--- config.mk ---
export PLATFORM = sky130hd
export DESIGN_NAME = polyline_segment_boxes_flat
export DESIGN_NICKNAME = d
export VERILOG_FILES = /design/src/hw/rtl/pls_pkg.sv /design/src/hw/rtl/pls_if.sv /design/src/hw/rtl/pls_queue.sv /design/src/hw/rtl/pls_front.sv /design/src/hw/rtl/pls_back.sv /design/src/hw/rtl/polyline_segment_boxes.sv /design/src/flat_wrapper.sv
export SDC_FILE = /design/constraint.sdc
export NUM_CORES = 2
export LEC_CHECK = 0
export BUFFER_PORTS_ARGS = -buffer_cell sky130_fd_sc_hd__buf_2
export CAP_MARGIN = 20
export CELL_PAD_IN_SITES_DETAIL_PLACEMENT = 0
export CELL_PAD_IN_SITES_GLOBAL_PLACEMENT = 2
export CORE_MARGIN = 3
export CORE_UTILIZATION = 43
export CTS_BUF_LIST = sky130_fd_sc_hd__clkbuf_16
export DETAILED_ROUTE_END_ITERATION = 8
export PLACE_DENSITY = 0.83
export SYNTH_ARGS = -nofsm -noshare
export SYNTH_HDL_FRONTEND = slang
export SYNTH_HIERARCHICAL = 1
export SYNTH_SLANG_ARGS = --single-unit
--- constraint.sdc ---
create_clock -name clock -period 42.3 [get_ports clock]
set_clock_uncertainty 0.15 [all_clocks]
set_input_delay 8.46 -clock clock [delete_from_list [all_inputs] [get_ports clock]]
set_output_delay 8.46 -clock clock [all_outputs]
set_load 0.02 [all_outputs]
--- src/hw/rtl/pls_pkg.sv ---
package pls_pkg;

   localparam int MAX_POINTS_DEF = 65536;
   localparam int COORD_W        = 32;
   localparam int COUNT_IN_W     = 17;
   localparam int BOXES_W        = 16;

   localparam int CSR_INDEX_W = 2;
   localparam int CSR_DATA_W  = 16;

   localparam logic [CSR_INDEX_W-1:0] CSR_MAX_BOXES = 2'd0;
   localparam logic [CSR_INDEX_W-1:0] CSR_USE_Z     = 2'd1;
   localparam logic [CSR_INDEX_W-1:0] CSR_USE_M     = 2'd2;

   localparam int QUEUE_DEPTH = 4;
   localparam int QUEUE_IDX_W = $clog2(QUEUE_DEPTH);
   localparam int QUEUE_CNT_W = $clog2(QUEUE_DEPTH + 1);

   typedef logic signed [COORD_W-1:0] coord_type;

   typedef struct packed {
      coord_type x;
      coord_type y;
      coord_type z;
      coord_type m;
   } point_type;

   // what the back end does with one point
   typedef struct packed {
      logic init;
      logic merge;
      logic emit;
      logic last;
      logic use_z;
      logic use_m;
   } op_type;

   typedef struct packed {
      op_type    op;
      point_type pt;
   } entry_type;

   typedef struct packed {
      coord_type x_low;
      coord_type x_high;
      coord_type y_low;
      coord_type y_high;
      coord_type z_low;
      coord_type z_high;
      coord_type m_low;
      coord_type m_high;
   } box_type;

   typedef enum logic {
      FRONT_RUN,
      FRONT_DIVIDE
   } front_state_type;

endpackage

--- src/hw/rtl/pls_if.sv ---
interface pls_req_if;
   logic                                  valid;
   logic                                  ready;
   logic signed [pls_pkg::COORD_W-1:0]    x_coord;
   logic signed [pls_pkg::COORD_W-1:0]    y_coord;
   logic signed [pls_pkg::COORD_W-1:0]    z_coord;
   logic signed [pls_pkg::COORD_W-1:0]    m_coord;
   logic        [pls_pkg::COUNT_IN_W-1:0] num_points;

   modport source (output valid, x_coord, y_coord, z_coord, m_coord, num_points,
                   input ready);
   modport sink (input valid, x_coord, y_coord, z_coord, m_coord, num_points,
                 output ready);
endinterface

interface pls_rsp_if;
   logic                               valid;
   logic                               ready;
   logic signed [pls_pkg::COORD_W-1:0] x_low;
   logic signed [pls_pkg::COORD_W-1:0] x_high;
   logic signed [pls_pkg::COORD_W-1:0] y_low;
   logic signed [pls_pkg::COORD_W-1:0] y_high;
   logic signed [pls_pkg::COORD_W-1:0] z_low;
   logic signed [pls_pkg::COORD_W-1:0] z_high;
   logic signed [pls_pkg::COORD_W-1:0] m_low;
   logic signed [pls_pkg::COORD_W-1:0] m_high;
   logic                               last_box;

   modport source (output valid, x_low, x_high, y_low, y_high, z_low, z_high,
                   m_low, m_high, last_box, input ready);
   modport sink (input valid, x_low, x_high, y_low, y_high, z_low, z_high,
                 m_low, m_high, last_box, output ready);
endinterface

--- src/hw/rtl/pls_queue.sv ---
module pls_queue (
   input  logic                clock,
   input  logic                reset,
   input  logic                push,
   input  pls_pkg::entry_type  wr_entry,
   input  logic                pop,
   output logic                full,
   output logic                head_valid,
   output pls_pkg::entry_type  head
);

   pls_pkg::entry_type mem_ff [pls_pkg::QUEUE_DEPTH];

   logic [pls_pkg::QUEUE_IDX_W-1:0] wr_ptr_ff, wr_ptr_in;
   logic [pls_pkg::QUEUE_IDX_W-1:0] rd_ptr_ff, rd_ptr_in;
   logic [pls_pkg::QUEUE_CNT_W-1:0] count_ff, count_in;

   assign full       = (count_ff == pls_pkg::QUEUE_CNT_W'(pls_pkg::QUEUE_DEPTH));
   assign head_valid = (count_ff != '0);
   assign head       = mem_ff[rd_ptr_ff];

   always_comb begin
      wr_ptr_in = wr_ptr_ff;
      rd_ptr_in = rd_ptr_ff;
      count_in  = count_ff;
      if (push) begin
         wr_ptr_in = wr_ptr_ff + 1'b1;
      end
      if (pop) begin
         rd_ptr_in = rd_ptr_ff + 1'b1;
      end
      if (push && !pop) begin
         count_in = count_ff + 1'b1;
      end else if (pop && !push) begin
         count_in = count_ff - 1'b1;
      end
   end

   always_ff @(posedge clock) begin
      if (reset) begin
         wr_ptr_ff <= '0;
         rd_ptr_ff <= '0;
         count_ff  <= '0;
      end else begin
         wr_ptr_ff <= wr_ptr_in;
         rd_ptr_ff <= rd_ptr_in;
         count_ff  <= count_in;
      end
   end

   always_ff @(posedge clock) begin
      if (push) begin
         mem_ff[wr_ptr_ff] <= wr_entry;
      end
   end

endmodule

--- src/hw/rtl/pls_front.sv ---
module pls_front #(
   parameter int MaxPoints = pls_pkg::MAX_POINTS_DEF
) (
   input  logic                          clock,
   input  logic                          reset,
   pls_req_if.sink                       req_ch,
   input  logic [pls_pkg::BOXES_W-1:0]   max_boxes,
   input  logic                          use_z,
   input  logic                          use_m,
   input  logic                          q_full,
   output logic                          q_push,
   output pls_pkg::entry_type            q_entry
);

   localparam int LineW = $clog2(MaxPoints + 1);
   localparam int CntW  = $clog2(LineW + 1);
   localparam int BW    = pls_pkg::BOXES_W;

   pls_pkg::front_state_type state_ff, state_in;

   logic [LineW-1:0] pidx_ff, pidx_in;
   logic [LineW-1:0] len_ff, len_in;
   logic [LineW-1:0] size_ff, size_in;
   logic [BW-1:0]    extra_ff, extra_in;
   logic [BW-1:0]    boxi_ff, boxi_in;
   logic [LineW:0]   gend_ff, gend_in;
   logic [CntW-1:0]  cnt_ff, cnt_in;
   logic [BW-1:0]    den_ff, den_in;
   logic [LineW-1:0] dq_ff, dq_in;
   logic [BW-1:0]    rem_ff, rem_in;

   logic             accept;
   logic             run_ready;
   logic [LineW-1:0] len_new;
   logic [LineW-1:0] nsegs_new;
   logic             need_div;
   logic             last_pt;
   logic             on_end;
   logic [BW-1:0]    box_next;
   logic [LineW:0]   gend_next;
   logic [BW:0]      rem_sh;
   logic             ge;
   logic [BW-1:0]    rem_step;
   logic [LineW-1:0] quot_step;

   assign run_ready    = (state_ff == pls_pkg::FRONT_RUN) && !q_full;
   assign req_ch.ready = run_ready;
   assign accept       = req_ch.valid && run_ready;

   // count of a new line, clamped to the legal range
   always_comb begin
      if (req_ch.num_points == '0) begin
         len_new = LineW'(1);
      end else if (32'(req_ch.num_points) > 32'(MaxPoints)) begin
         len_new = LineW'(MaxPoints);
      end else begin
         len_new = LineW'(req_ch.num_points);
      end
   end

   assign nsegs_new = len_new - LineW'(1);
   assign need_div  = (max_boxes != '0) && (32'(nsegs_new) > 32'(max_boxes));
   assign last_pt   = (pidx_ff >= len_ff - LineW'(1));
   assign on_end    = ({1'b0, pidx_ff} == gend_ff);
   assign box_next  = boxi_ff + BW'(1);
   assign gend_next = (LineW+1)'(pidx_ff) + (LineW+1)'(size_ff)
                    + (LineW+1)'(box_next < extra_ff);

   // one restoring divide step per cycle
   assign rem_sh    = {rem_ff, dq_ff[LineW-1]};
   assign ge        = (rem_sh >= {1'b0, den_ff});
   assign rem_step  = ge ? BW'(rem_sh - {1'b0, den_ff}) : rem_sh[BW-1:0];
   assign quot_step = {dq_ff[LineW-2:0], ge};

   always_comb begin
      state_in = state_ff;
      case (state_ff)
         pls_pkg::FRONT_RUN: begin
            if (accept && (pidx_ff == '0) && need_div) begin
               state_in = pls_pkg::FRONT_DIVIDE;
            end
         end
         pls_pkg::FRONT_DIVIDE: begin
            if (cnt_ff == CntW'(1)) begin
               state_in = pls_pkg::FRONT_RUN;
            end
         end
         default: state_in = pls_pkg::FRONT_RUN;
      endcase
   end

   always_comb begin
      pidx_in  = pidx_ff;
      len_in   = len_ff;
      size_in  = size_ff;
      extra_in = extra_ff;
      boxi_in  = boxi_ff;
      gend_in  = gend_ff;
      cnt_in   = cnt_ff;
      den_in   = den_ff;
      dq_in    = dq_ff;
      rem_in   = rem_ff;

      q_push         = accept;
      q_entry.pt.x   = req_ch.x_coord;
      q_entry.pt.y   = req_ch.y_coord;
      q_entry.pt.z   = req_ch.z_coord;
      q_entry.pt.m   = req_ch.m_coord;
      q_entry.op     = '0;
      q_entry.op.use_z = use_z;
      q_entry.op.use_m = use_m;

      case (state_ff)
         pls_pkg::FRONT_RUN: begin
            if (accept) begin
               if (pidx_ff == '0) begin
                  len_in          = len_new;
                  boxi_in         = '0;
                  q_entry.op.init = 1'b1;
                  if (len_new == LineW'(1)) begin
                     q_entry.op.emit = 1'b1;
                     q_entry.op.last = 1'b1;
                  end else begin
                     pidx_in = LineW'(1);
                     if (need_div) begin
                        den_in = max_boxes;
                        dq_in  = nsegs_new;
                        rem_in = '0;
                        cnt_in = CntW'(LineW);
                     end else begin
                        size_in  = LineW'(1);
                        extra_in = '0;
                        gend_in  = (LineW+1)'(1);
                     end
                  end
               end else begin
                  q_entry.op.merge = 1'b1;
                  if (last_pt) begin
                     q_entry.op.emit = 1'b1;
                     q_entry.op.last = 1'b1;
                     pidx_in         = '0;
                  end else begin
                     pidx_in = pidx_ff + LineW'(1);
                     if (on_end) begin
                        q_entry.op.emit = 1'b1;
                        q_entry.op.init = 1'b1;
                        boxi_in         = box_next;
                        gend_in         = gend_next;
                     end
                  end
               end
            end
         end
         pls_pkg::FRONT_DIVIDE: begin
            rem_in = rem_step;
            dq_in  = quot_step;
            cnt_in = cnt_ff - CntW'(1);
            if (cnt_ff == CntW'(1)) begin
               size_in  = quot_step;
               extra_in = rem_step;
               gend_in  = (LineW+1)'(quot_step)
                        + (LineW+1)'(rem_step != '0);
            end
         end
         default: begin
            q_push = 1'b0;
         end
      endcase
   end

   always_ff @(posedge clock) begin
      if (reset) begin
         state_ff <= pls_pkg::FRONT_RUN;
         pidx_ff  <= '0;
         len_ff   <= '0;
         size_ff  <= '0;
         extra_ff <= '0;
         boxi_ff  <= '0;
         gend_ff  <= '0;
         cnt_ff   <= '0;
      end else begin
         state_ff <= state_in;
         pidx_ff  <= pidx_in;
         len_ff   <= len_in;
         size_ff  <= size_in;
         extra_ff <= extra_in;
         boxi_ff  <= boxi_in;
         gend_ff  <= gend_in;
         cnt_ff   <= cnt_in;
      end
   end

   always_ff @(posedge clock) begin
      den_ff <= den_in;
      dq_ff  <= dq_in;
      rem_ff <= rem_in;
   end

endmodule

--- src/hw/rtl/pls_back.sv ---
module pls_back (
   input  logic               clock,
   input  logic               reset,
   input  logic               q_valid,
   input  pls_pkg::entry_type q_head,
   output logic               q_pop,
   pls_rsp_if.source          rsp_ch
);

   pls_pkg::box_type box_ff, box_in;
   pls_pkg::box_type out_ff, out_in;
   logic             last_ff, last_in;
   logic             valid_ff, valid_in;

   pls_pkg::box_type init_box;
   pls_pkg::box_type merged;
   pls_pkg::box_type emit_box;
   logic             can_emit;

   assign can_emit = !valid_ff || rsp_ch.ready;
   assign q_pop    = q_valid && (!q_head.op.emit || can_emit);

   always_comb begin
      init_box.x_low  = q_head.pt.x;
      init_box.x_high = q_head.pt.x;
      init_box.y_low  = q_head.pt.y;
      init_box.y_high = q_head.pt.y;
      init_box.z_low  = q_head.op.use_z ? q_head.pt.z : '0;
      init_box.z_high = q_head.op.use_z ? q_head.pt.z : '0;
      init_box.m_low  = q_head.op.use_m ? q_head.pt.m : '0;
      init_box.m_high = q_head.op.use_m ? q_head.pt.m : '0;
   end

   always_comb begin
      merged = box_ff;
      if ($signed(q_head.pt.x) < $signed(box_ff.x_low)) begin
         merged.x_low = q_head.pt.x;
      end
      if ($signed(q_head.pt.x) > $signed(box_ff.x_high)) begin
         merged.x_high = q_head.pt.x;
      end
      if ($signed(q_head.pt.y) < $signed(box_ff.y_low)) begin
         merged.y_low = q_head.pt.y;
      end
      if ($signed(q_head.pt.y) > $signed(box_ff.y_high)) begin
         merged.y_high = q_head.pt.y;
      end
      if (q_head.op.use_z) begin
         if ($signed(q_head.pt.z) < $signed(box_ff.z_low)) begin
            merged.z_low = q_head.pt.z;
         end
         if ($signed(q_head.pt.z) > $signed(box_ff.z_high)) begin
            merged.z_high = q_head.pt.z;
         end
      end
      if (q_head.op.use_m) begin
         if ($signed(q_head.pt.m) < $signed(box_ff.m_low)) begin
            merged.m_low = q_head.pt.m;
         end
         if ($signed(q_head.pt.m) > $signed(box_ff.m_high)) begin
            merged.m_high = q_head.pt.m;
         end
      end
   end

   // a closing point is merged before the box goes out, a new box starts after
   always_comb begin
      emit_box = q_head.op.merge ? merged : init_box;
      if (!q_head.op.use_z) begin
         emit_box.z_low  = '0;
         emit_box.z_high = '0;
      end
      if (!q_head.op.use_m) begin
         emit_box.m_low  = '0;
         emit_box.m_high = '0;
      end
   end

   always_comb begin
      box_in   = box_ff;
      out_in   = out_ff;
      last_in  = last_ff;
      valid_in = valid_ff && !rsp_ch.ready;
      if (q_pop) begin
         box_in = q_head.op.init ? init_box : merged;
         if (q_head.op.emit) begin
            out_in   = emit_box;
            last_in  = q_head.op.last;
            valid_in = 1'b1;
         end
      end
   end

   always_ff @(posedge clock) begin
      if (reset) begin
         valid_ff <= 1'b0;
      end else begin
         valid_ff <= valid_in;
      end
   end

   always_ff @(posedge clock) begin
      box_ff  <= box_in;
      out_ff  <= out_in;
      last_ff <= last_in;
   end

   assign rsp_ch.valid    = valid_ff;
   assign rsp_ch.x_low    = out_ff.x_low;
   assign rsp_ch.x_high   = out_ff.x_high;
   assign rsp_ch.y_low    = out_ff.y_low;
   assign rsp_ch.y_high   = out_ff.y_high;
   assign rsp_ch.z_low    = out_ff.z_low;
   assign rsp_ch.z_high   = out_ff.z_high;
   assign rsp_ch.m_low    = out_ff.m_low;
   assign rsp_ch.m_high   = out_ff.m_high;
   assign rsp_ch.last_box = last_ff;

endmodule

--- src/hw/rtl/polyline_segment_boxes.sv ---
// channel   | dir | handshake        | beat
// ----------+-----+------------------+------------------------------------------
// req_ch    | in  | valid/ready      | one point: x, y, z, m, num_points
// rsp_ch    | out | valid/ready      | one box: x/y/z/m low and high, last_box
// csr_*     | in  | csr_we, no wait  | max_boxes (0), use_z (1), use_m (2)
//
// one point a cycle sustained while rsp_ch is ready and no divide is running; a box
// reaches rsp_ch by way of a four-entry queue and an output register
// after the first point of a line that needs grouping is taken, req_ch is held
// while the group size and remainder are divided out bit by bit
// a stalled rsp_ch backs up into the queue, then into req_ch.ready
// reset is synchronous and clears the counters, the queue and the output valid
module polyline_segment_boxes #(
   parameter int MaxPoints = pls_pkg::MAX_POINTS_DEF
) (
   input  logic                               clock,
   input  logic                               reset,
   pls_req_if.sink                            req_ch,
   pls_rsp_if.source                          rsp_ch,
   input  logic                               csr_we,
   input  logic [pls_pkg::CSR_INDEX_W-1:0]    csr_index,
   input  logic [pls_pkg::CSR_DATA_W-1:0]     csr_data
);

   logic [pls_pkg::BOXES_W-1:0] max_boxes_ff;
   logic                        use_z_ff;
   logic                        use_m_ff;

   logic               q_push;
   logic               q_pop;
   logic               q_full;
   logic               q_valid;
   pls_pkg::entry_type q_wr_entry;
   pls_pkg::entry_type q_head;

   always_ff @(posedge clock) begin
      if (reset) begin
         max_boxes_ff <= '0;
         use_z_ff     <= 1'b0;
         use_m_ff     <= 1'b0;
      end else if (csr_we) begin
         case (csr_index)
            pls_pkg::CSR_MAX_BOXES: max_boxes_ff <= csr_data[pls_pkg::BOXES_W-1:0];
            pls_pkg::CSR_USE_Z:     use_z_ff     <= csr_data[0];
            pls_pkg::CSR_USE_M:     use_m_ff     <= csr_data[0];
            default: ;
         endcase
      end
   end

   pls_front #(
      .MaxPoints (MaxPoints)
   ) u_front (
      .clock     (clock),
      .reset     (reset),
      .req_ch    (req_ch),
      .max_boxes (max_boxes_ff),
      .use_z     (use_z_ff),
      .use_m     (use_m_ff),
      .q_full    (q_full),
      .q_push    (q_push),
      .q_entry   (q_wr_entry)
   );

   pls_queue u_queue (
      .clock      (clock),
      .reset      (reset),
      .push       (q_push),
      .wr_entry   (q_wr_entry),
      .pop        (q_pop),
      .full       (q_full),
      .head_valid (q_valid),
      .head       (q_head)
   );

   pls_back u_back (
      .clock   (clock),
      .reset   (reset),
      .q_valid (q_valid),
      .q_head  (q_head),
      .q_pop   (q_pop),
      .rsp_ch  (rsp_ch)
   );

endmodule
--- src/flat_wrapper.sv ---
// flat-port wrapper written by rule: the top's interface ports become plain ports
module polyline_segment_boxes_flat 
#(
   parameter int MaxPoints = pls_pkg::MAX_POINTS_DEF
)
  (clock, reset, csr_we, csr_index, csr_data, req_ch_valid, req_ch_x_coord, req_ch_y_coord, req_ch_z_coord, req_ch_m_coord, req_ch_num_points, req_ch_ready, rsp_ch_valid, rsp_ch_x_low, rsp_ch_x_high, rsp_ch_y_low, rsp_ch_y_high, rsp_ch_z_low, rsp_ch_z_high, rsp_ch_m_low, rsp_ch_m_high, rsp_ch_last_box, rsp_ch_ready);
  pls_req_if req_ch_i ();
  pls_rsp_if rsp_ch_i ();
  input  logic clock;
  input  logic reset;
  input  logic csr_we;
  input  logic [pls_pkg::CSR_INDEX_W-1:0] csr_index;
  input  logic [pls_pkg::CSR_DATA_W-1:0] csr_data;
  input wire logic [$bits(req_ch_i.valid)-1:0] req_ch_valid;
  input wire logic [$bits(req_ch_i.x_coord)-1:0] req_ch_x_coord;
  input wire logic [$bits(req_ch_i.y_coord)-1:0] req_ch_y_coord;
  input wire logic [$bits(req_ch_i.z_coord)-1:0] req_ch_z_coord;
  input wire logic [$bits(req_ch_i.m_coord)-1:0] req_ch_m_coord;
  input wire logic [$bits(req_ch_i.num_points)-1:0] req_ch_num_points;
  output wire logic [$bits(req_ch_i.ready)-1:0] req_ch_ready;
  output wire logic [$bits(rsp_ch_i.valid)-1:0] rsp_ch_valid;
  output wire logic [$bits(rsp_ch_i.x_low)-1:0] rsp_ch_x_low;
  output wire logic [$bits(rsp_ch_i.x_high)-1:0] rsp_ch_x_high;
  output wire logic [$bits(rsp_ch_i.y_low)-1:0] rsp_ch_y_low;
  output wire logic [$bits(rsp_ch_i.y_high)-1:0] rsp_ch_y_high;
  output wire logic [$bits(rsp_ch_i.z_low)-1:0] rsp_ch_z_low;
  output wire logic [$bits(rsp_ch_i.z_high)-1:0] rsp_ch_z_high;
  output wire logic [$bits(rsp_ch_i.m_low)-1:0] rsp_ch_m_low;
  output wire logic [$bits(rsp_ch_i.m_high)-1:0] rsp_ch_m_high;
  output wire logic [$bits(rsp_ch_i.last_box)-1:0] rsp_ch_last_box;
  input wire logic [$bits(rsp_ch_i.ready)-1:0] rsp_ch_ready;
  assign req_ch_i.valid = req_ch_valid;
  assign req_ch_i.x_coord = req_ch_x_coord;
  assign req_ch_i.y_coord = req_ch_y_coord;
  assign req_ch_i.z_coord = req_ch_z_coord;
  assign req_ch_i.m_coord = req_ch_m_coord;
  assign req_ch_i.num_points = req_ch_num_points;
  assign req_ch_ready = req_ch_i.ready;
  assign rsp_ch_valid = rsp_ch_i.valid;
  assign rsp_ch_x_low = rsp_ch_i.x_low;
  assign rsp_ch_x_high = rsp_ch_i.x_high;
  assign rsp_ch_y_low = rsp_ch_i.y_low;
  assign rsp_ch_y_high = rsp_ch_i.y_high;
  assign rsp_ch_z_low = rsp_ch_i.z_low;
  assign rsp_ch_z_high = rsp_ch_i.z_high;
  assign rsp_ch_m_low = rsp_ch_i.m_low;
  assign rsp_ch_m_high = rsp_ch_i.m_high;
  assign rsp_ch_last_box = rsp_ch_i.last_box;
  assign rsp_ch_i.ready = rsp_ch_ready;
  polyline_segment_boxes #(.MaxPoints(MaxPoints)) u_core (.clock(clock), .reset(reset), .req_ch(req_ch_i), .rsp_ch(rsp_ch_i), .csr_we(csr_we), .csr_index(csr_index), .csr_data(csr_data));
endmodule
* Word-level counts from Yosys, hierarchy flattened *
Memory sizes are Yosys's and may differ from the RTL's. A register that Yosys moved wholly into a read port is not among the register bits.
Cells that the tools add are included.

operators by class
  add/sub/neg operators = 13
  magnitude comparators = 13
  eq/ne operators = 18
  multiplexer cells = 79
  bitwise gates (word level) = 2
  reduce and logical (&&, ||, !) cells = 36

operators by type and width
  operator                                              count
  2-to-1 mux 256 bit                                    2
  2-to-1 mux 32 bit                                     10
  2-to-1 mux 17 bit                                     14
  2-to-1 mux 16 bit                                     13
  > comparator 32 bit                                   4
  < comparator 32 bit                                   4
  2-to-1 mux 64 bit                                     2
  2-to-1 mux 18 bit                                     7
  one-hot mux 17 bit (2 select lines)                   2
  one-hot mux 16 bit (2 select lines)                   2
  one-hot mux 18 bit (2 select lines)                   1
  logical NOT 17 bit                                    2
  subtractor 17 x 1 -> 17 bit, second input constant    2
  nonzero test 16 bit                                   2
  2-to-1 mux 5 bit                                      4
  adder 17 x 1 -> 18 bit                                1
  adder 17 x 17 -> 18 bit                               1
  adder 18 x 1 -> 18 bit                                1
  equality test 17 x 18 -> 1 bit                        1
  adder 17 x 1 -> 17 bit, second input constant         1
  equality test 17 x 1 -> 1 bit, second input constant  1
  greater-or-equal comparator 17 x 16 -> 1 bit          1
  greater-or-equal comparator 17 bit                    1
  > comparator 17 x 16 -> 1 bit                         1
  other kinds (34)                                      81

word-level totals
  bits in registers = 695
  memory bits (writable) = 536
  input port bits = 168
  output and inout bits = 259
  logic and storage cells = 197
  memories = 1

memory list
  name                   depth  width  rd ports  clocked after Yosys merged registers in  wr ports  RTL line         RTL
  u_core.u_queue.mem_ff  4      134    1         1                                        1         pls_queue.sv:12  pls_pkg::entry_type mem_ff [pls_pkg::QUEUE_DEPTH];

* Longest topological paths before layout *
  depth in word-level cells = 11
  mapped depth = 24

* Hierarchy *
The synthesis kept the hierarchy.

by module, submodules not included
  module                  instances  cells an instance  area each (µm²)  sequential area each (µm²)
  pls_back                1          2416               29236.8          15424.8
  pls_queue               1          744                19735.2          16275.6
  pls_front               1          1388               11765.0          3613.5
  polyline_segment_boxes  1          78                 823.3            360.3

* Worst setup path before layout *
Ideal clock, no wire load.

  path type = input -> register
  from = input port rsp_ch_ready
  to = register u_core.u_back.last_ff (netlist: u_core/u_back/rsp_ch.last_box), enable pin
  setup time = 0.651 ns
  data arrival time = 34.269 ns
  data required time = 41.499 ns
  setup slack = 7.230 ns
  stages on the path = 3
  buffers on the path = 0
  cell sequence = nor2b_1 -> a21boi_0 -> and2_1

on the way
  cells in the longest elaborated chain, start to end = 4

RTL lines
  item                                  RTL line                      RTL
  from (decl)                           flat_wrapper.sv:31            input wire logic [$bits(rsp_ch_i.ready)-1:0] rsp_ch_ready;
  logical OR 1 bit                      pls_back.sv:20                assign can_emit = !valid_ff || rsp_ch.ready;
  logical OR 1 bit                      pls_back.sv:21                assign q_pop = q_valid && (!q_head.op.emit || can_emit);
  logical AND 1 bit                     pls_back.sv:21
  named net u_core.q_pop                polyline_segment_boxes.sv:30  logic q_pop;
  AND reduction 2 bit (no source line)  -
  to (signal assigned)                  pls_back.sv:105               last_ff <= last_in;
  to (decl)                             pls_back.sv:12                logic last_ff, last_in;

The timed path passes the listed nets, and every way through them passes these cells.
A chain may end at the register's enable or synchronous reset.

* Worst setup path in the final report *
  from = input port req_ch_num_points[3]
  to = register u_core.u_front.cnt_ff[0]

on the way
  cells in the longest elaborated chain, start to end = 8
  elaborated cells between the ends (all ways) = 11

RTL lines
  item                                    RTL line            RTL
  from (decl)                             flat_wrapper.sv:19  input wire logic [$bits(req_ch_i.num_points)-1:0] req_ch_num_points;
  > comparator 17 bit                     pls_front.sv:54     end else if (32'(req_ch.num_points) > 32'(MaxPoints)) begin
  2-to-1 mux 17 bit                       pls_front.sv:54
  2-to-1 mux 17 bit *                     pls_front.sv:52     if (req_ch.num_points == '0) begin
  subtractor 17 x 1 -> 17 bit             pls_front.sv:61     assign nsegs_new = len_new - LineW'(1);
  > comparator 17 x 16 -> 1 bit           pls_front.sv:62     assign need_div = (max_boxes != '0) && (32'(nsegs_new) > 32'(max_boxes));
  logical AND 1 bit                       pls_front.sv:62
  != test 2 bit (no source line)          -
  AND reduction 4 bit (no source line) *  -
  to (signal assigned)                    pls_front.sv:189    cnt_ff <= cnt_in;
  to (decl)                               pls_front.sv:27     logic [CntW-1:0] cnt_ff, cnt_in;

Mark *: on every way between the ends. The rest lies on a longest branch, timed or not.

==> impl_metrics.ini <==
[timing]
slew_headroom_pct = 29.58
fin_tns_setup_ns = 0
drv_slew = 0
worst_pin_slew_ns = 1.056
post-route-period-util_pct = 31.63
hold_viol_final = 0
setup_viol = 0
fin_crit_ns = 13.38
hold-worst-slack_ns = 0.3170
fin_ws_ns = 28.92
max_freq_ghz = 0.07474
rsz0062_at_grt = false

[route]
wl_per_cell_microns = 22.14
drtAntennaViolNets = 0
wl_mm = 153.8
via_count = 37560
via_per_inst = 5.405
drc_errors = 0
drt_iter0_drc = 2837
drt_first_pass_iters = 5

[yosys]
ys_seq_area_share_pct = 57.95
synth_simple_gate_area_share_pct = 7.571
synth-compound-area-share_pct = 7.784
yosysTopAreaCell = edfxtp_1
async_flop_share_pct = 0
synthFlopType = edfxtp_1
synth_adder_area_share_pct = 7.183
syn_inst = 4626
synth_fp_nets = 5145
netlist.area_leader.share_pct = 53.56
avgSynthCellArea_sq_um = 13.31
synth_xor_area_share_pct = 1.437
synth_top_family_by_area = multiplexers
synthDistinctLibCells = 86
synth_seq_cells = 1233
ys_top_cells_by_area = edfxtp_1 (54%), ha_1 (7.1%), mux4_2 (4.9%), dfxtp_1 (4.4%), mux2_2 (4.3%)
synthMuxAreaShare_pct = 12.83
syn_area_sq_mm = 0.06156
ys_warn_count = 6
synth-edff-count = 1098

[critical_path]
worstPathMaxFanout = 34
crit_arrival_ns = 13.88
crit_path_end = u_core/u_front/cnt_ff[0]
r2r_slack_ns = 35.68
crit_required_ns = 42.80
critical_path.startpoint = req_ch_num_points[3]
crit_cells = 21
cpMaxStageDelayCell = nor4_1
cp_cell_sequence = buf_2, nor4_1, nand4_1, nor2_1, o21ai_0, ha_1, inv_1, nor2_1, nand2_1, nor3_1, xnor2_1, a21oi_1, ha_1, a2111oi_0, o21ai_0, a211o_1, a21oi_1, nor3_2, buf_4, or2_2, o21a_1
cpPeakStageDelay_ns = 0.79
crit_family = simple AND/OR/NAND/NOR gates
r2r_end = u_core/u_back/rsp_ch.x_high[0]
ff2ff_path_depth = 13
critPathLaunchType = input port
path_class = input port to register
worst-path-buf-inv = 3
cp-end-kind = register

[floorplan]
die_y_microns = 384.4
start_util_pct = 43.37
core_sq_mm = 0.1419
rows = 138
pin_count = 427
dieArea_sq_mm = 0.1477
die_w_microns = 384.4

[power]
p_per_area_mw_per_mm2 = 86.77
p_int_mw = 3.660
peakVddDrop_v = 0.00005399
clkPwrFrac_pct = 19.4
p_leak_nw = 26.61
swShare_pct = 39.01
p_sw_mw = 2.341
seqPwrFrac_pct = 35.3
pwr-share-comb_pct = 45.3

[clocking]
clock-sinks = 1233
cts.path.max_buffers = 3
htree_levels = 4
clockRootBuffer = clkbuf_16
cts_setup_buffers = 0
insertion_delay_ns = 0.77
path_clk_slew_ns = 0.06
cts_tree = yes
cts_hold_buffers = 0
cts.repair.resized = 0
cts_made_buffers = 139

[grt]
gr-usage-met3_pct = 4.913
grt_util_met1_pct = 27.42
grt_pass1_wl_mm = 231.4
met2_usage_pct = 33.32
grt_usage_pct = 20.66
overflow = 0
grt_pass1_vias = 37160
top_usage_layer = met2
grt_max_degree = 91
antenna_found_initial = 45

[run]
maxCapViolations = 0

[place]
portBuffers = 426
pre_cts_slack_ns = 28.18
gp_congestion = 0.8489
dp_hpwl_mm = 105.7

[cells_and_area]
layout_common_cells = edfxtp_1 (1098), buf_2 (425), inv_1 (365)
mostFrequentLayoutCell = edfxtp_1
layout-drive-gt1-share_pct = 22.67
syn2layout_area_growth_pct = 12.35
final_nets = 5452

[min_path]
hold_path_class = register to register
min_from = u_core/u_front/size_ff[0]

[status]
outcome = completed
[state kept, by name, indices dropped and copies added, names as in the netlist, 18 cells and up, named ones only]
register and cells:
u_core/u_back/rsp_ch.z_low 32, u_core/u_back/rsp_ch.y_low 32, u_core/u_front/gend_ff 18, u_core/u_back/rsp_ch.m_low 32
u_core/u_back/rsp_ch.m_high 32, u_core/u_back/rsp_ch.x_low 32, u_core/u_queue/mem_ff 536, u_core/u_back/rsp_ch.x_high 32
u_core/u_back/rsp_ch.y_high 32, u_core/u_back/box_ff 256, u_core/u_back/rsp_ch.z_high 32
[cells in the mapped netlist, drive strengths merged (11+ instances only)]
master,number
o211ai,33
mux2i,168
nor2b,53
nor2,169
edfxtp,1098
and3,30
a311oi,18
nand3,122
dfxtp,135
a21o,44
nor4,27
a22o,67
ha,347
buf,202
mux4,134
xor2,55
inv,341
xnor2,46
a211oi,34
nand2,336
nand4,54
o21a,21
mux2,274
nor3,46
a21oi,184
nand2b,61
o21ai,211
a31oi,15
clkbuf,120
nor3b,11
a22oi,14
or3,13
[power groups by stage]
stage               Clock (mW)  Sequential (mW)  Combinational [mW]
floorplan                    0             2.38                1.81
detailed placement           0             2.14                2.74
finish                    1.16             2.12                2.72
global route              1.24             2.16                3.01
global placement             0             2.13                2.71
CTS                       1.20             2.12                2.75
[metrics by stage]
step	util [%]	area, sq um	total power, mW	cells
after detailed placement	45.59	64710	4.882	6681
final	48.73	69160	6.001	6948
after global routing	48.71	69140	6.410	6938
after floorplan	-	61560	4.198	4626
after global placement	45.58	64690	4.838	6680
after CTS	48.70	69120	6.067	6931
[metal layers]
layer  vias up  wire length, microns
li1      17920                     -
met5         -                   123
met3       261                  9493
met4        18                  4602
met2       946                 72540
met1     18410                 67080
[worst min-delay path by stage]
stage | endpoint | slack, ns | cells after the start
floorplan | u_core/u_front/extra_ff[10] | 0.28 | 1
global placement | u_core/u_front/extra_ff[2] | 0.30 | 1
detailed placement | u_core/u_front/extra_ff[9] | 0.30 | 1
CTS | u_core/u_front/extra_ff[9] | 0.32 | 1
global route | u_core/u_front/extra_ff[2] | 0.34 | 1
finish | u_core/u_front/size_ff[0] | 0.32 | 1
[area by class of cell]
| class | instances | area [sq um] |
|---|---|---|
| multi-input combinational | 2729 | 22780 |
| clock inverter | 109 | 874.6 |
| tap | 1890 | 2365 |
| sequential | 1233 | 35680 |
| timing repair buffer | 488 | 2613 |
| antenna | 16 | 40.04 |
| clock buffer | 141 | 3528 |
| inverter | 342 | 1284 |
| fill | 12570 | 72770 |
[kinds of logic after synthesis]
group | Yosys count
AOI/OAI and AO/OA | 734
xor gates and xnor gates | 101
adders and majority gates | 351
buffers and inverters | 664
DFF | 1233
muxes | 576
and+or+nand+nor | 967
(Power assumes the default switching activity.)
